`config.mk`:
```
export PLATFORM = sky130hd
export DESIGN_NAME = rbs_front
export DESIGN_NICKNAME = d
export VERILOG_FILES = /design/src/design/rbs_pkg.sv /design/src/design/rbs_front.sv
export SDC_FILE = /design/constraint.sdc
export NUM_CORES = 1
export LEC_CHECK = 0
export ABC_AREA = 1
export BUFFER_PORTS_ARGS = -buffer_cell sky130_fd_sc_hd__buf_4
export CAP_MARGIN = 20
export CORE_MARGIN = 2
export CORE_UTILIZATION = 45
export DETAILED_ROUTE_END_ITERATION = 10
export PLACE_DENSITY = 0.69
export SLEW_MARGIN = 20
export SYNTH_ARGS = -nofsm -noshare
export SYNTH_HDL_FRONTEND = slang
export SYNTH_SLANG_ARGS = --single-unit
```
`constraint.sdc`:
```
create_clock -name vclk -period 5.28
set_input_delay 1.056 -clock vclk [all_inputs]
set_output_delay 1.056 -clock vclk [all_outputs]
set_load 0.005 [all_outputs]
```
`src/design/rbs_pkg.sv`:
```
// Shared types, constants and saturation helpers for the ray/box slab test.
`timescale 1ns / 1ps
package rbs_pkg;

    localparam int COORD_W  = 32;
    localparam int FRAC     = 16;
    localparam int FACE_W   = COORD_W + 3;
    localparam int PROD_W   = FACE_W + COORD_W;
    localparam int PT_W     = 2 * COORD_W;
    localparam int QUO_W    = 2 * FRAC + 1;
    localparam int CNT_W    = $clog2(QUO_W + 1);
    localparam int LEN_W    = COORD_W - 1;
    localparam int Q_DEPTH  = 4;
    localparam int Q_AW     = $clog2(Q_DEPTH);

    localparam logic signed [COORD_W-1:0] CMAX = {1'b0, {(COORD_W-1){1'b1}}};
    localparam logic signed [COORD_W-1:0] CMIN = {1'b1, {(COORD_W-1){1'b0}}};

    // Register indexes of the configuration port
    localparam logic [2:0] REG_ORG_X = 3'd0;
    localparam logic [2:0] REG_ORG_Y = 3'd1;
    localparam logic [2:0] REG_ORG_Z = 3'd2;
    localparam logic [2:0] REG_DIR_X = 3'd3;
    localparam logic [2:0] REG_DIR_Y = 3'd4;
    localparam logic [2:0] REG_DIR_Z = 3'd5;
    localparam logic [2:0] REG_MAXLEN = 3'd6;

    typedef enum logic [1:0] {
        RCP_IDLE,
        RCP_RUN,
        RCP_DONE
    } rcp_state_t;

    typedef logic signed [FACE_W-1:0] face_t;

    typedef struct packed {
        face_t [2:0] pos;
        face_t [2:0] neg;
    } box_face_t;

    typedef struct packed {
        logic                      valid;
        logic [1:0]                axis;
        logic signed [COORD_W-1:0] value;
    } rcp_result_t;

    // Floor shift of a slab product and saturation to the coordinate range.
    function automatic logic signed [COORD_W-1:0] sat_slab(input logic signed [PROD_W-1:0] p);
        logic signed [PROD_W-1:0] s;
        begin
            s = p >>> FRAC;
            if ((&s[PROD_W-1:COORD_W-1]) || !(|s[PROD_W-1:COORD_W-1]))
                sat_slab = s[COORD_W-1:0];
            else
                sat_slab = s[PROD_W-1] ? CMIN : CMAX;
        end
    endfunction

    function automatic logic signed [COORD_W-1:0] sat_point(input logic signed [PT_W-1:0] p);
        logic signed [PT_W-1:0] s;
        begin
            s = p >>> FRAC;
            if ((&s[PT_W-1:COORD_W-1]) || !(|s[PT_W-1:COORD_W-1]))
                sat_point = s[COORD_W-1:0];
            else
                sat_point = s[PT_W-1] ? CMIN : CMAX;
        end
    endfunction

    function automatic logic signed [COORD_W-1:0] sat_sum(input logic signed [COORD_W:0] v);
        begin
            if (v[COORD_W] == v[COORD_W-1])
                sat_sum = v[COORD_W-1:0];
            else
                sat_sum = v[COORD_W] ? CMIN : CMAX;
        end
    endfunction

endpackage

```
`src/design/rbs_front.sv`:
```
// Front part: accepts boxes and forms the face offsets from the ray origin.
`timescale 1ns / 1ps
module rbs_front
    import rbs_pkg::*;
(
    input  logic                      accept,
    input  logic signed [COORD_W-1:0] org_x,
    input  logic signed [COORD_W-1:0] org_y,
    input  logic signed [COORD_W-1:0] org_z,
    input  logic signed [COORD_W-1:0] box_center_x,
    input  logic signed [COORD_W-1:0] box_center_y,
    input  logic signed [COORD_W-1:0] box_center_z,
    input  logic [LEN_W-1:0]          box_half_x,
    input  logic [LEN_W-1:0]          box_half_y,
    input  logic [LEN_W-1:0]          box_half_z,
    output logic                      push,
    output box_face_t                 faces
);

    logic signed [COORD_W-1:0] c [3];
    logic signed [COORD_W-1:0] o [3];
    logic [LEN_W-1:0]          h [3];
    face_t                     cw, ow, hw;

    assign c[0] = box_center_x;
    assign c[1] = box_center_y;
    assign c[2] = box_center_z;
    assign o[0] = org_x;
    assign o[1] = org_y;
    assign o[2] = org_z;
    assign h[0] = box_half_x;
    assign h[1] = box_half_y;
    assign h[2] = box_half_z;
    assign push = accept;

    // Offsets are kept exact: three guard bits cover centre plus half minus origin.
    always_comb
    begin
        cw = '0;
        ow = '0;
        hw = '0;
        for (int k = 0; k < 3; k++)
        begin
            cw = FACE_W'(c[k]);
            ow = FACE_W'(o[k]);
            hw = $signed({{(FACE_W-LEN_W){1'b0}}, h[k]});
            faces.pos[k] = cw + hw - ow;
            faces.neg[k] = cw - hw - ow;
        end
    end

endmodule

```
==> metrics.md <==
| Metric | Value |
|---|---|
| Outcome | completed |
| Setup violators final | 0 |
| Final hold vios | 0 |
| Routability cong. | around 0.97 |
| Vias in the first global route | between 20k and 25k |
| Layout area overhead | 22.61% |
| I/O pin count | 497 |
| Worst Setup End Kind | output port |
| Net Count, Synth | 4140 |
| Cell Chain, Critical Path | buf_4 > inv_1 > fa_1 > inv_1 > ha_1 > inv_1 > nand2_1 > inv_1 > fa_1 > inv_1 > nand3_1 > nand2_1 > nand3_1 > nand2_1 > nand2_1 > nand2_2 > nand2_1 > nand2_1 > nand2_1 > nand2_1 > buf_4 |
| Cts hold-fix bufs | 0 |
| Die W | around 210 microns |
| Final Cycle Share | a little over 90% |
| Cell count after synthesis | around 3.5k |
| Port bufs | between 400 and 500 |
| GRT Total Usage | between 20% and 30% |
| # DRC | 0 |
| Commonest non-fill, non-tap cell in the layout | nand2_1 |
| FF+latch count | 0 |
| Tmin final | 4.901 ns |
| Layout cell share with drive strength beyond 1 | around 14% |
| Via Count | about 22k |
| CP dominant cell by count | nand2_1 |
| FP Rows | 76 |
| Worst EP arrival | roughly 3.8 ns |
| Top post-synthesis cells by area | nand2_1 (20%), fa_1 (19%), inv_1 (19%), ha_1 (14%), nor2_1 (6.0%) |
| Max transition margin | 67.11% |
| Syn. warnings | 0 |
| Routed WL | approximately 67000 microns |
| Crit-path max FO | 4 |
| Req. time, crit path | 4.22 ns |
| Setup TNS | 0 ns |
| Hold Path Class | in -> out |
| Grt ovf | 0 |
| Leak | approximately 15 nW |
| Crit path largest cell delay | roughly 0.45 ns |
| Number of diodes | 0 |
| Postcts setup bufs | 0 |
| Crit Path Class | in -> out |
| Slew @ Worst Pin | just under 0.5 ns |
| Via density | 4.854 |
| Top cell type's share of synthesized area | a little under 20% |
| Nets | 4630 |
| Max Clk Rate | 204.1 MHz |
| Syn Area/Cell | between 5 and 6 sq um |
| Power Dens Cells | between 200 and 250 nW/um^2 |
| Mapped cell area | about 19000 sq um |
| Dpl cell area | ~24000 sq um |
| Maxcap violations | 0 |
| First-pass GRT wire length | around 100000 microns |
| Peak supply drop | between 0.15 and 0.2 mV |
| Most frequent cells in the layout | nand2_1 (1025), inv_1 (976), buf_4 (495) |
| Area leader, netlist | nand2_1 |
| DR WL/cell | around 15 microns |
| Largest net degree at the start of global routing | 7 |
| Die Ht | roughly 210 microns |
| Nature of the critical path startpoint | input pin |
| Initial core utilization | 45.33% |
| Post-CTS sizing | 0 |
| Initial antenna violation count | 0 |
| Core ar. | approximately 43000 sq um |
| DIE AREA | between 40000 and 50000 sq um |
| DP HPWL | approximately 62000 microns |
| Register area share after synthesis | 0% |
| Post-DRT Antenna Nets | 0 |
| DRC marker count from the first detailed-route iteration | approximately 1.4k |
| Distinct cells, synth | 26 |
| RSZ-0062 raised after global routing | false |
| Max-slew violation count | 0 |
| 1st-pass router iterations | 6 |
| Slowest stage cell on the critical path | fa_1 |
| FF/Latch Area | 0 sq um |
| # clk buffers | 0 |
| Cell area after layout | roughly 24000 sq um |
## through the flow
stage          power, mW  util [%]  hold WS, ns  worst slack (ns)  instances
6_report           5.601     55.58        2.112            0.3794       4529
3_5_place_dp       5.528     55.58        2.112            0.4230       4529
2_1_floorplan      3.146         -        2.167             1.007       3456
4_1_cts            5.558     55.58        2.112            0.4131       4529
3_3_place_gp       5.532     55.58        2.112            0.4687       4529
5_1_grt            6.204     55.58        2.112            0.1377       4529
## critical path, delay by kind of cell
family	cells	cell delay [ns]
AND/OR/NAND/NOR	11	1.19
adder cells (fa/ha/maj)	3	0.99
buffers and inverters	7	0.61
## final timing paths
check,start,end,slack (ns),cells past startpoint
hold / removal,accept,push,2.11,0
setup / recovery,box_center_x[0],faces[30],0.38,21
## power breakdown
group          internal [mW]  switching, mW  leakage, nW
logic                   2.27           3.33         15.0
clock network              0              0            0
registers                  0              0            0
## per-layer routing
layer  part of all wire, %  GRT usage [%]  vias up  wire, microns
li1                      -              -    11180              -
met1                    45          40.97     9911          30530
met2                    44          47.55      787          29270
met3                   7.6          2.626      103           5080
met4                   3.5          8.936        0           2371
met5                     0              0        -              0
## synthesized netlist by cell type
library cell / instances
a21o_1: 9
a21boi_0: 2
nor4_1: 6
o21bai_1: 17
nand3b_1: 3
a21oi_2: 1
xor2_1: 93
a21oi_1: 214
buf_4: 7
nor3_2: 4
o22ai_1: 2
inv_1: 976
nand3_1: 126
and2_1: 6
o21ai_0: 122
xnor2_1: 6
nor2_4: 1
nor2_1: 313
fa_1: 188
ha_1: 210
nand4_1: 30
nand2_1: 1025
nor2_2: 5
nor3_1: 48
nand2_2: 34
nand3_2: 8
## cell families after synthesis
logic type	after synthesis	synth area share, %
adder cells (fa/ha/maj)	398	32.87
AND/OR/NAND/NOR	1609	33.71
buffers and inverters	983	19.11
AO/OA/AOI/OAI	367	9.840
XOR/XNOR	99	4.460
## cell type report
cell class | instances | area (sq um)
Tap cell | 585 | 732.0
Fill cell | 4611 | 19050
Inverter | 976 | 3664
Multi-Input combinational cell | 2473 | 15730
Timing Repair Buffer | 495 | 3716
Note: power is estimated with default switching activity, not from simulation.
