### config.mk
export PLATFORM = sky130hd
export DESIGN_NAME = rbs_queue
export DESIGN_NICKNAME = d
export VERILOG_FILES = /design/src/design/rbs_pkg.sv /design/src/design/rbs_queue.sv
export SDC_FILE = /design/constraint.sdc
export NUM_CORES = 1
export LEC_CHECK = 0
export BUFFER_PORTS_ARGS = -buffer_cell sky130_fd_sc_hd__buf_2
export CORE_AREA = 3 3 250 252
export DETAILED_ROUTE_END_ITERATION = 6
export DIE_AREA = 0 0 253 255
export MAX_ROUTING_LAYER = met4
export PLACE_DENSITY_LB_ADDON = 0.3
export SLEW_MARGIN = 30
export SYNTH_ARGS = -nofsm -noshare
export SYNTH_HDL_FRONTEND = slang
export SYNTH_SLANG_ARGS = --single-unit
### constraint.sdc
create_clock -name clk -period 5.6 [get_ports clk]
set_input_delay 0.84 -clock clk [delete_from_list [all_inputs] [get_ports clk]]
set_output_delay 0.84 -clock clk [all_outputs]
set_load 0.02 [all_outputs]
### src/design/rbs_pkg.sv
// Shared types, constants and saturation helpers for the ray/box slab test.
`timescale 1ns / 1ps
package rbs_pkg;

    localparam int COORD_W  = 32;
    localparam int FRAC     = 16;
    localparam int FACE_W   = COORD_W + 3;
    localparam int PROD_W   = FACE_W + COORD_W;
    localparam int PT_W     = 2 * COORD_W;
    localparam int QUO_W    = 2 * FRAC + 1;
    localparam int CNT_W    = $clog2(QUO_W + 1);
    localparam int LEN_W    = COORD_W - 1;
    localparam int Q_DEPTH  = 4;
    localparam int Q_AW     = $clog2(Q_DEPTH);

    localparam logic signed [COORD_W-1:0] CMAX = {1'b0, {(COORD_W-1){1'b1}}};
    localparam logic signed [COORD_W-1:0] CMIN = {1'b1, {(COORD_W-1){1'b0}}};

    // Register indexes of the configuration port
    localparam logic [2:0] REG_ORG_X = 3'd0;
    localparam logic [2:0] REG_ORG_Y = 3'd1;
    localparam logic [2:0] REG_ORG_Z = 3'd2;
    localparam logic [2:0] REG_DIR_X = 3'd3;
    localparam logic [2:0] REG_DIR_Y = 3'd4;
    localparam logic [2:0] REG_DIR_Z = 3'd5;
    localparam logic [2:0] REG_MAXLEN = 3'd6;

    typedef enum logic [1:0] {
        RCP_IDLE,
        RCP_RUN,
        RCP_DONE
    } rcp_state_t;

    typedef logic signed [FACE_W-1:0] face_t;

    typedef struct packed {
        face_t [2:0] pos;
        face_t [2:0] neg;
    } box_face_t;

    typedef struct packed {
        logic                      valid;
        logic [1:0]                axis;
        logic signed [COORD_W-1:0] value;
    } rcp_result_t;

    // Floor shift of a slab product and saturation to the coordinate range.
    function automatic logic signed [COORD_W-1:0] sat_slab(input logic signed [PROD_W-1:0] p);
        logic signed [PROD_W-1:0] s;
        begin
            s = p >>> FRAC;
            if ((&s[PROD_W-1:COORD_W-1]) || !(|s[PROD_W-1:COORD_W-1]))
                sat_slab = s[COORD_W-1:0];
            else
                sat_slab = s[PROD_W-1] ? CMIN : CMAX;
        end
    endfunction

    function automatic logic signed [COORD_W-1:0] sat_point(input logic signed [PT_W-1:0] p);
        logic signed [PT_W-1:0] s;
        begin
            s = p >>> FRAC;
            if ((&s[PT_W-1:COORD_W-1]) || !(|s[PT_W-1:COORD_W-1]))
                sat_point = s[COORD_W-1:0];
            else
                sat_point = s[PT_W-1] ? CMIN : CMAX;
        end
    endfunction

    function automatic logic signed [COORD_W-1:0] sat_sum(input logic signed [COORD_W:0] v);
        begin
            if (v[COORD_W] == v[COORD_W-1])
                sat_sum = v[COORD_W-1:0];
            else
                sat_sum = v[COORD_W] ? CMIN : CMAX;
        end
    endfunction

endpackage

### src/design/rbs_queue.sv
// Short queue of box face offsets between the front and back parts.
`timescale 1ns / 1ps
module rbs_queue
    import rbs_pkg::*;
(
    input  logic      clk,
    input  logic      rst_n,
    input  logic      push,
    input  box_face_t push_data,
    input  logic      pop,
    output box_face_t head,
    output logic      empty,
    output logic      full
);

    box_face_t         mem [Q_DEPTH];
    logic [Q_AW-1:0]   wr_reg, wr_next;
    logic [Q_AW-1:0]   rd_reg, rd_next;
    logic [Q_AW:0]     cnt_reg, cnt_next;

    assign empty = (cnt_reg == '0);
    assign full  = (cnt_reg == (Q_AW+1)'(Q_DEPTH));
    assign head  = mem[rd_reg];

    always_comb
    begin
        wr_next  = push ? wr_reg + Q_AW'(1) : wr_reg;
        rd_next  = pop ? rd_reg + Q_AW'(1) : rd_reg;
        cnt_next = cnt_reg + (Q_AW+1)'(push) - (Q_AW+1)'(pop);
    end

    always_ff @(posedge clk or negedge rst_n)
    begin
        if (!rst_n)
        begin
            wr_reg  <= '0;
            rd_reg  <= '0;
            cnt_reg <= '0;
        end
        else
        begin
            wr_reg  <= wr_next;
            rd_reg  <= rd_next;
            cnt_reg <= cnt_next;
        end
    end

    always_ff @(posedge clk)
    begin
        if (push)
            mem[wr_reg] <= push_data;
    end

    a_no_overflow: assert property (@(posedge clk) disable iff (!rst_n)
        push |-> (!full || pop))
        else $error("queue written while full");
    a_no_underflow: assert property (@(posedge clk) disable iff (!rst_n)
        pop |-> !empty)
        else $error("queue read while empty");
    a_count_range: assert property (@(posedge clk) disable iff (!rst_n)
        cnt_reg <= (Q_AW+1)'(Q_DEPTH))
        else $error("queue count out of range");

endmodule

==> out/results.txt <==
At the placement stage, the worst setup path has a slack of 2.509 ns. The initialized floorplan defines 90 standard-cell rows. Total of buffers placed on input and output ports: 425. The fraction of the core area covered by cells at the end of the flow came out at 60.61%.

The first global-routing pass estimated 88540 um of wire. In this run the vertical extent of the chip is 255 um. The synthesized area divided by synthesized cell count is 27.15 um^2.

For the post-DP HPWL, the log shows 35800 um. TritonCTS built the clock tree. From synthesis to final layout, the design area changed by 19.13%.

The logs give 0 for the final hold violation count and 0 for the final-report max-slew violation count. The source-to-sink clock delay at the later pin of the worst-skew pair was 0.62 ns; the post-route worst setup slack was 1.945 ns. The share of async-settable or async-resettable flops after synthesis was 0.8264%. Of the post-synthesis cell area, the dominant cell type holds 82.14%. The area of the core came out at 60360 um^2. The flow ran to the end, and the final reports show no timing, DRC or antenna violations.

The commonest cells after synthesis are 840 x edfxtp_1, 210 x mux4_2, 21 x buf_2, 20 x buf_6, 7 x dfrtp_1. Yosys printed 0 warnings. Among all cell types in the netlist, the one instantiated most often is edfxtp_1. The number of storage elements in the synthesis netlist came out at 847. For the post-placement cell area, the log shows 33790 um^2.

The max-cap check violation count came out at 0. The signal on the critical path passes through buf_16, buf_12, mux4_2, buf_2. Dividing the detail-routed wire length by the instance count gives 23.83 um. Yosys mapped the design onto 19 distinct sky130hd cell types.

At the pin with the least slew margin, the transition time is 0.8446 ns. Full die area: 64520 um^2. Sorting the synthesized cells by area gives the leading types as edfxtp_1 82%, mux4_2 15%, buf_6 0.73%, dfrtp_1 0.57%, buf_2 0.34%. Setup violations remaining at the end of the flow were counted as 0.

STA puts the critical path data required time at 4.76 ns. The synthesized cell area is 30710 um^2. For this configuration, the core starts out at a cell density of 50.87%. Across the VDD grid, the largest voltage drop is 0.0003436 V.

Adding up every negative setup slack in the final design gives 0 ns. The clock-pin slew on the worst setup and hold paths was 0.06 ns; the sequential standard cell area was 25410 um^2. Summing all non-filler instances in the final layout gives an area of 36580 um^2.

After detailed routing, the total wire length is 59350 um. The run gives 0 as the number of remaining DRC errors. The DRC marker count from the first detailed-route iteration was 902; the first-pass iteration count of the detailed router was 5.

For this run, the leading register cell type out of synthesis is edfxtp_1. The maximum buffer depth of the clock tree was 3; the count of boundary I/O pins was 426. The number of vias per cell works out to 5.444. Entering global routing, the biggest net connects 108 pins.

Global routing finished with a remaining overflow of 0. The global router's overall resource usage came out at 18.95%. The analysis attributes to cell leakage a power of 12.40 nW. Worst hold margin: 0.4278 ns. STA classifies the critical path endpoint as a primary output. The worst setup path is of the reg -> out kind. For the multi-input gate area in the final layout, the log shows 4927 um^2. Among cell families on the critical path, the largest total delay comes from buffers and inverters. Cells with a size suffix above 1 make up 45.88% of the layout.

The tightest min-delay check is of the in -> reg type. Number of flip-flops in the largest register: 840. In the final design database the tool counted 1838 nets.

Via count of the routed design: 13562. The cell count after synthesis came out at 1131. The number of enable-type register cells in the synthesized netlist was 840; the die width was 253 um.

Counting I/O delays and the setup requirement, the final critical path takes 3.655 ns. For the clock sink count, the log shows 847. In this run, CTS created clock tree buffers numbering 85. The power per cell area is 556.7 nW/um^2, and the final period utilization is 65.27%.

In this design, the stage delay of the slowest critical-path cell is 0.70 ns. Between clock sinks in the finished design, the worst skew comes to 0.03302 ns. The initial antenna violation count came out at 21.

The final estimated routing congestion in global placement was 0.7360. The tools report the type of element launching the critical path as a flop. The buffer and inverter count on the worst path is 3, and the number of global-route vias before repair is 14458. STA puts the critical path data arrival time at 2.82 ns. After clock tree synthesis, the repair step resized 0 gates. The clock root buffer is clkbuf_16.

Synthesis produced a netlist with a net count of 1352. Among all stages on the critical path, the largest delay is contributed by dfrtp_4. Setup repair after global routing left no endpoint under its margin. The H-tree was split into 3 levels. Of all nets on the critical path, the largest fanout is 43.

Measured against its own limit, the worst slew margin works out to 43.70%. Summed over all instances, the cell type with the most area after synthesis is edfxtp_1. For the post-route antenna net violation count, the log shows 0. The number of filler instances in the final layout is 4151. The sequential share of the synthesized area came out at 82.72%.

The achievable clock frequency was 273.6 MHz.
==> logic make-up after synthesis <==
| logic type | share of synthesized area [%] |
|---|---|
| multiplexers | 15.40 |
| AND/OR/NAND/NOR | 0.1426 |
| AO/OA/AOI/OAI | 0.01628 |
| adder cells (fa/ha/maj) | 0.3097 |
| XOR/XNOR | 0.1426 |
| flip-flops | 82.72 |
| buffers and inverters | 1.271 |
==> metrics by stage <==
stage	cells	power (mW)
after floorplan	1131	13.14
after global placement	2310	15.06
after detailed placement	2311	15.18
after CTS	2467	20.68
after global routing	2487	21.27
final	2491	20.36
==> worst register-to-register path: stages, from the launching register on <==
cell	delay, ns
dfrtp_1	0.41
inv_1	0.12
ha_1	0.16
and2_4	0.41
buf_12	0.45
==> layer usage <==
layer | track usage [%] | routed length [um] | vias up
met1 | 24.21 | 23360 | 7100
li1 | - | - | 5939
met5 | - | 0 | -
met4 | 5.602 | 1258 | 0
met3 | 6.585 | 5349 | 89
met2 | 29.21 | 29380 | 434
==> layout by cell type (no fill, tap or decap), types with 2 or more instances in the layout <==
| cell type | count |
|---|---|
| clkinv_2 | 8 |
| inv_1 | 6 |
| dfrtp_1 | 5 |
| buf_2 | 425 |
| mux4_2 | 210 |
| xor2_1 | 2 |
| xnor2_1 | 3 |
| clkinv_1 | 20 |
| inv_6 | 4 |
| diode_2 | 24 |
| ha_1 | 6 |
| edfxtp_1 | 840 |
| bufinv_16 | 8 |
| and2_4 | 4 |
| clkbuf_16 | 86 |
| buf_4 | 6 |
| clkbuf_1 | 23 |
| clkinvlp_4 | 3 |
| nand2_1 | 2 |
| dfrtp_4 | 2 |
| buf_12 | 13 |
==> final timing paths <==
path | from | end | slack (ns) | cells after the start
setup / recovery | rd_reg[0] | head[103] | 1.94 | 4
hold / removal | push_data[196] | mem[3][196] | 0.43 | 1
setup reg to reg | wr_reg[1] | mem[0][101] | 3.47 | 4
hold reg to reg | wr_reg[0] | wr_reg[0] | 0.53 | 1
max in group asynchronous | rst_n | rd_reg[0] | 4.84 | 2
min in group asynchronous | rst_n | cnt_reg[1] | 0.58 | 2
==> repair_timing <==
action,CTS,global route
setup buffers,0,0
hold endpoints to repair,7,0
hold buffers,1,0
==> final cells by class <==
class | instances | share of cell area, %
Timing Repair Buffer | 446 | 6.751
Clock inverter | 46 | 1.310
Inverter | 6 | 0.06156
Clock buffer | 109 | 6.119
Antenna cell | 24 | 0.1642
Tap cell | 782 | 2.675
Multi-Input combinational cell | 231 | 13.47
Sequential cell | 847 | 69.45
==> power breakdown <==
| group | internal [mW] | total [mW] | switching (mW) |
|---|---|---|---|
| logic | 2.49 | 6.25 | 3.76 |
| clock network | 3.21 | 5.47 | 2.26 |
| registers | 8.29 | 8.64 | 0.354 |
| total | 14.0 | 20.4 | 6.37 |
No activity file was read; power rests on OpenSTA's default activity.
