--- src/design/rbs_pkg.sv ---
// Shared types, constants and saturation helpers for the ray/box slab test.
`timescale 1ns / 1ps
package rbs_pkg;

    localparam int COORD_W  = 32;
    localparam int FRAC     = 16;
    localparam int FACE_W   = COORD_W + 3;
    localparam int PROD_W   = FACE_W + COORD_W;
    localparam int PT_W     = 2 * COORD_W;
    localparam int QUO_W    = 2 * FRAC + 1;
    localparam int CNT_W    = $clog2(QUO_W + 1);
    localparam int LEN_W    = COORD_W - 1;
    localparam int Q_DEPTH  = 4;
    localparam int Q_AW     = $clog2(Q_DEPTH);

    localparam logic signed [COORD_W-1:0] CMAX = {1'b0, {(COORD_W-1){1'b1}}};
    localparam logic signed [COORD_W-1:0] CMIN = {1'b1, {(COORD_W-1){1'b0}}};

    // Register indexes of the configuration port
    localparam logic [2:0] REG_ORG_X = 3'd0;
    localparam logic [2:0] REG_ORG_Y = 3'd1;
    localparam logic [2:0] REG_ORG_Z = 3'd2;
    localparam logic [2:0] REG_DIR_X = 3'd3;
    localparam logic [2:0] REG_DIR_Y = 3'd4;
    localparam logic [2:0] REG_DIR_Z = 3'd5;
    localparam logic [2:0] REG_MAXLEN = 3'd6;

    typedef enum logic [1:0] {
        RCP_IDLE,
        RCP_RUN,
        RCP_DONE
    } rcp_state_t;

    typedef logic signed [FACE_W-1:0] face_t;

    typedef struct packed {
        face_t [2:0] pos;
        face_t [2:0] neg;
    } box_face_t;

    typedef struct packed {
        logic                      valid;
        logic [1:0]                axis;
        logic signed [COORD_W-1:0] value;
    } rcp_result_t;

    // Floor shift of a slab product and saturation to the coordinate range.
    function automatic logic signed [COORD_W-1:0] sat_slab(input logic signed [PROD_W-1:0] p);
        logic signed [PROD_W-1:0] s;
        begin
            s = p >>> FRAC;
            if ((&s[PROD_W-1:COORD_W-1]) || !(|s[PROD_W-1:COORD_W-1]))
                sat_slab = s[COORD_W-1:0];
            else
                sat_slab = s[PROD_W-1] ? CMIN : CMAX;
        end
    endfunction

    function automatic logic signed [COORD_W-1:0] sat_point(input logic signed [PT_W-1:0] p);
        logic signed [PT_W-1:0] s;
        begin
            s = p >>> FRAC;
            if ((&s[PT_W-1:COORD_W-1]) || !(|s[PT_W-1:COORD_W-1]))
                sat_point = s[COORD_W-1:0];
            else
                sat_point = s[PT_W-1] ? CMIN : CMAX;
        end
    endfunction

    function automatic logic signed [COORD_W-1:0] sat_sum(input logic signed [COORD_W:0] v);
        begin
            if (v[COORD_W] == v[COORD_W-1])
                sat_sum = v[COORD_W-1:0];
            else
                sat_sum = v[COORD_W] ? CMIN : CMAX;
        end
    endfunction

endpackage

--- src/design/rbs_recip.sv ---
// Bit-serial reciprocal unit: 2^(2*FRAC) / d, truncated and saturated.
`timescale 1ns / 1ps
module rbs_recip
    import rbs_pkg::*;
(
    input  logic                      clk,
    input  logic                      rst_n,
    input  logic                      start,
    input  logic [1:0]                start_axis,
    input  logic signed [COORD_W-1:0] divisor,
    output logic                      busy,
    output rcp_result_t               result
);

    rcp_state_t              state_reg, state_next;
    logic [CNT_W-1:0]        cnt_reg, cnt_next;
    logic [COORD_W:0]        rem_reg, rem_next;
    logic [QUO_W-1:0]        quo_reg, quo_next;
    logic [COORD_W-1:0]      den_reg, den_next;
    logic                    neg_reg, neg_next;
    logic [1:0]              axis_reg, axis_next;
    logic [COORD_W+1:0]      trial;
    logic [COORD_W:0]        shifted;

    // Dividend is a single one at bit QUO_W-1, so only the first step brings in a one.
    assign shifted = {rem_reg[COORD_W-1:0], (cnt_reg == CNT_W'(QUO_W - 1))};
    assign trial   = {1'b0, shifted} - {2'b00, den_reg};

    always_comb
    begin
        state_next = state_reg;
        case (state_reg)
            RCP_IDLE: if (start) state_next = RCP_RUN;
            RCP_RUN:  if (cnt_reg == '0) state_next = RCP_DONE;
            RCP_DONE: state_next = RCP_IDLE;
            default:  state_next = RCP_IDLE;
        endcase
    end

    always_comb
    begin
        cnt_next  = cnt_reg;
        rem_next  = rem_reg;
        quo_next  = quo_reg;
        den_next  = den_reg;
        neg_next  = neg_reg;
        axis_next = axis_reg;
        case (state_reg)
            RCP_IDLE:
            begin
                if (start)
                begin
                    cnt_next  = CNT_W'(QUO_W - 1);
                    rem_next  = '0;
                    quo_next  = '0;
                    den_next  = divisor[COORD_W-1] ? COORD_W'(-divisor) : COORD_W'(divisor);
                    neg_next  = divisor[COORD_W-1];
                    axis_next = start_axis;
                end
            end
            RCP_RUN:
            begin
                if (!trial[COORD_W+1])
                begin
                    rem_next = trial[COORD_W:0];
                    quo_next = {quo_reg[QUO_W-2:0], 1'b1};
                end
                else
                begin
                    rem_next = shifted;
                    quo_next = {quo_reg[QUO_W-2:0], 1'b0};
                end
                cnt_next = cnt_reg - CNT_W'(1);
            end
            default: ;
        endcase
    end

    always_ff @(posedge clk or negedge rst_n)
    begin
        if (!rst_n)
        begin
            state_reg <= RCP_IDLE;
            cnt_reg   <= '0;
        end
        else
        begin
            state_reg <= state_next;
            cnt_reg   <= cnt_next;
        end
    end

    always_ff @(posedge clk)
    begin
        rem_reg  <= rem_next;
        quo_reg  <= quo_next;
        den_reg  <= den_next;
        neg_reg  <= neg_next;
        axis_reg <= axis_next;
    end

    // A zero divisor yields an all-ones quotient and so saturates to the maximum.
    always_comb
    begin
        busy         = (state_reg != RCP_IDLE);
        result.valid = (state_reg == RCP_DONE);
        result.axis  = axis_reg;
        if (quo_reg[QUO_W-1:COORD_W-1] != '0)
            result.value = neg_reg ? CMIN : CMAX;
        else if (neg_reg)
            result.value = -$signed({1'b0, quo_reg[COORD_W-2:0]});
        else
            result.value = $signed({1'b0, quo_reg[COORD_W-2:0]});
    end

    a_done_after_run: assert property (@(posedge clk) disable iff (!rst_n)
        (state_reg == RCP_DONE) |-> $past(state_reg == RCP_RUN))
        else $error("reciprocal finished without running");
    a_start_only_idle: assert property (@(posedge clk) disable iff (!rst_n)
        (state_reg == RCP_RUN && $past(state_reg == RCP_IDLE)) |-> $past(start))
        else $error("reciprocal ran without a start");
    a_busy_done: assert property (@(posedge clk) disable iff (!rst_n)
        result.valid |-> busy)
        else $error("result shown while idle");

endmodule

--- config.mk ---
export PLATFORM = sky130hd
export DESIGN_NAME = rbs_recip
export DESIGN_NICKNAME = d
export VERILOG_FILES = /design/src/design/rbs_pkg.sv /design/src/design/rbs_recip.sv
export SDC_FILE = /design/constraint.sdc
export NUM_CORES = 1
export LEC_CHECK = 0
export BUFFER_PORTS_ARGS = -buffer_cell sky130_fd_sc_hd__clkbuf_2
export CAP_MARGIN = 20
export CORE_UTILIZATION = 60
export DETAILED_ROUTE_END_ITERATION = 8
export PLACE_DENSITY_LB_ADDON = 0.1
export SYNTH_ARGS = -nofsm -noshare
export SYNTH_HDL_FRONTEND = slang
export SYNTH_SLANG_ARGS = --single-unit
--- constraint.sdc ---
create_clock -name clk -period 4.6 [get_ports clk]
set_input_delay 0.92 -clock clk [delete_from_list [all_inputs] [get_ports clk]]
set_output_delay 0.92 -clock clk [all_outputs]
set_load 0.005 [all_outputs]
==> impl_metrics.yaml <==
setup_path:
  slowest_delay_ns: 0.62
  worst_path_max_delay_cell: "sky130_fd_sc_hd__or4_1"
  worst_reg_to_reg_setup_slack_ns: 0.73
  worstPathMaxFanout: 4
  path_cells: "inv_1, ha_1, or3b_1, or4_1, nor4_1, nand2b_1, nor3_1, mux2i_1, o22ai_1, clkbuf_2"
  timing.critical_path.from_type: "flop"
  worst_r2r_startpoint: "cnt_reg[0]"
  rr_worst_depth: 16
  r2r-end: "rem_reg[30]"
  path_class: "reg -> out"
  required_time_worst_endpoint_ns: 3.68
  cp.arrival_ns: 3.61
  crit_path_end_kind: "output pin"
clock_tree:
  tritoncts: "done"
  cts_hold_buf: 0
  cts.repair_timing.setup_buffer_count: 0
  cts_buffers: 9
  reg_clk_slew_reported_paths_ns: 0.07
  ctsHtreeMaxLevel: 3
  clock_tree.buffer_depth: 2
  clk-insertion-delay-late_ns: 0.35
  clock-root-buffer: "sky130_fd_sc_hd__clkbuf_16"
  clk_sinks: 108
  cts_resized: 0
detailed_routing:
  drt_iter0_drc: 445
  ant_nets: 0
  detail_route.drc_violations: 0
  via_per_inst: 5.90
  drt_pre_antenna_iters: 5
  drt-total-wl_um: 15800
  routedWlPerCell_um: 15.6
  detailroute.via_count: 5981
synthesis:
  yosysWarningCount: 0
  post_synth.cell_area_avg_um2: 9.57
  mapped_nets: 851
  synthesis.area_mm2: 0.00744
  ys_ff_latch: 108
  postSynthCellCount: 778
  share_of_async_settable_or_async_resettable_flops_after_synthesis_pct: 7.41
  synth_ff_type: "sky130_fd_sc_hd__edfxtp_1"
  count_of_flip_flops_with_a_built_in_enable_after_synthesis: 100
  synth-seq-area-share_pct: 43.0
  yosys.cell_types.count: 64
global_route:
  antenna_violations_before_repair: 0
  grt_max_degree: 41
  globalRouteOverflowTotal: 0
  grt_pass1_vias: 5648
  grt_first_pass_wirelength_um: 26400
  gr-usage-all-layers_pct: 25.8
die:
  rows: 40
  die_area_mm2: 0.0129
  die_height_um: 113
  placeableCoreArea_mm2: 0.0121
  ios: 73
  fp.dieW_um: 113
  initial_core_util_pct: 61.7
placement:
  port_buffers: 72
  place.detailed.hpwl_um: 11700
  finalWeightedCongestion: 0.918
min_path:
  hold_path.class: "in -> async"
finish:
  drive_above_1_share_pct: 13.6
  antennaDiodeCount: 0
  largest_register_ffs: 33
  finalNetCount: 913
  mostFrequentLayoutCells: "sky130_fd_sc_hd__edfxtp_1, sky130_fd_sc_hd__nor2_1, sky130_fd_sc_hd__clkbuf_2, sky130_fd_sc_hd__a21oi_1, sky130_fd_sc_hd__inv_1"
  area_delta_synth_final_pct: 11.0
  final_common_cell: "sky130_fd_sc_hd__edfxtp_1"
sta:
  relSlewSlack_pct: 42.2
  setup_tns_ns: 0
  worstMarginPinSlew_ns: 0.866
  clock-skew-final_ns: 0.0126
  report.final.setup_viol: 0
  report.final.hold_viol_count: 0
  setup_repair_after_global_routing_missed_its_margin: "true"
  finalCriticalPeriod_ns: 4.53
  number_of_pins_exceeding_their_max_slew_limit_in_the_final_report: 0
  timing.final.crit_share_pct: 98.5
  holdWs_ns: 0.402
  max_freq_mhz: 221
pwr:
  power.static_leakage_uw: 0.00347
  power.density_cell_area_mw_per_mm2: 726
  fin_total_pwr_uw: 6000
  max-vdd-ir-drop_mv: 0.304
run:
  max_cap_violations: 0
outcome:
  run_status: "finished, final reports clean"
cell usage after synthesis (all sizes together) (3+ instances only):
| cell | instances | area (um2) |
|---|---|---|
| edfxtp | 100 | 3000 |
| nor2 | 82 | 310 |
| a21oi | 55 | 275 |
| inv | 52 | 195 |
| xnor2 | 46 | 403 |
| o21ai | 45 | 225 |
| nand2 | 42 | 158 |
| ha | 35 | 438 |
| mux2i | 32 | 320 |
| and2 | 31 | 194 |
| clkbuf | 26 | 97.6 |
| nor3 | 21 | 116 |
| nand3 | 20 | 105 |
| xor2 | 18 | 158 |
| or3 | 15 | 100 |
| o22ai | 14 | 87.6 |
| o31ai | 13 | 108 |
| or4 | 13 | 108 |
| a21o | 11 | 82.6 |
| nor2b | 11 | 68.8 |
| dfrtp | 8 | 200 |
| nand4 | 8 | 50.1 |
| a31oi | 7 | 43.8 |
| nand2b | 7 | 43.8 |
| o41ai | 7 | 68.8 |
| a21boi | 6 | 45.0 |
| o21bai | 6 | 45.0 |
| or2 | 5 | 33.8 |
| a211oi | 4 | 30.0 |
| buf | 3 | 21.3 |
| nand4b | 3 | 26.3 |
| nor3b | 3 | 22.5 |
| o22a | 3 | 26.3 |
worst max-delay path: cells and delay by family (launching register included):
family	cells	cell delay, ns
AOI/OAI and AO/OA	1	0.09
DFF	1	0.42
adders and majority gates	1	0.22
buffers and inverters	2	0.28
muxes	1	0.25
and+or+nand+nor	5	2.01
final cells by class:
type                            count  area (um2)
Tap cell                          168         210
Multi-Input combinational cell    589        3950
Fill cell                         969        3800
Clock buffer                       12         246
Inverter                           52         195
Sequential cell                   108        3200
Timing Repair Buffer               80         433
Clock inverter                      4        26.3
worst max-delay path by stage:
stage / from / to / cells past startpoint
6_report: quo_reg[1] / result[22] / 10
5_1_grt: quo_reg[0] / result[28] / 10
4_1_cts: quo_reg[0] / result[22] / 10
3_5_place_dp: quo_reg[0] / result[22] / 10
3_3_place_gp: quo_reg[0] / result[22] / 10
2_1_floorplan: quo_reg[0] / result[28] / 9
metal layers:
layer / track usage (%) / up-vias / share of wire [%]
met2: 44.6 / 185 / 48
met3: 3.40 / 31 / 4.2
met5: 0 / - / 0
li1: - / 2962 / -
met1: 33.6 / 2803 / 45
met4: 8.42 / 0 / 2.1
kinds of logic after synthesis:
kind of cell,after synthesis,share of synthesized area (%)
buffers and inverters,81,4.22
DFF,108,43.0
and+or+nand+nor,273,19.3
AOI/OAI and AO/OA,184,15.5
adders and majority gates,36,6.15
xor gates and xnor gates,64,7.53
muxes,32,4.30
power breakdown:
| group | internal [uW] | switching [uW] | leakage (uW) |
|---|---|---|---|
| logic | 1380 | 1920 | 0.00222 |
| registers | 1670 | 305 | 0.00112 |
| clock network | 383 | 341 | 0.000133 |
| total | 3430 | 2570 | 0.00347 |
metrics by stage:
step | std cells | utilization [%] | worst slack, ns | instance area, um2
after floorplan | 778 | - | 1.02 | 7440
after global placement | 997 | 66.2 | 0.624 | 7990
after detailed placement | 997 | 66.2 | 0.454 | 7990
after CTS | 1013 | 68.5 | 0.0509 | 8260
after global routing | 1013 | 68.5 | -0.109 | 8260
final | 1013 | 68.5 | 0.0680 | 8260
No activity file was read; power rests on OpenSTA's default activity.
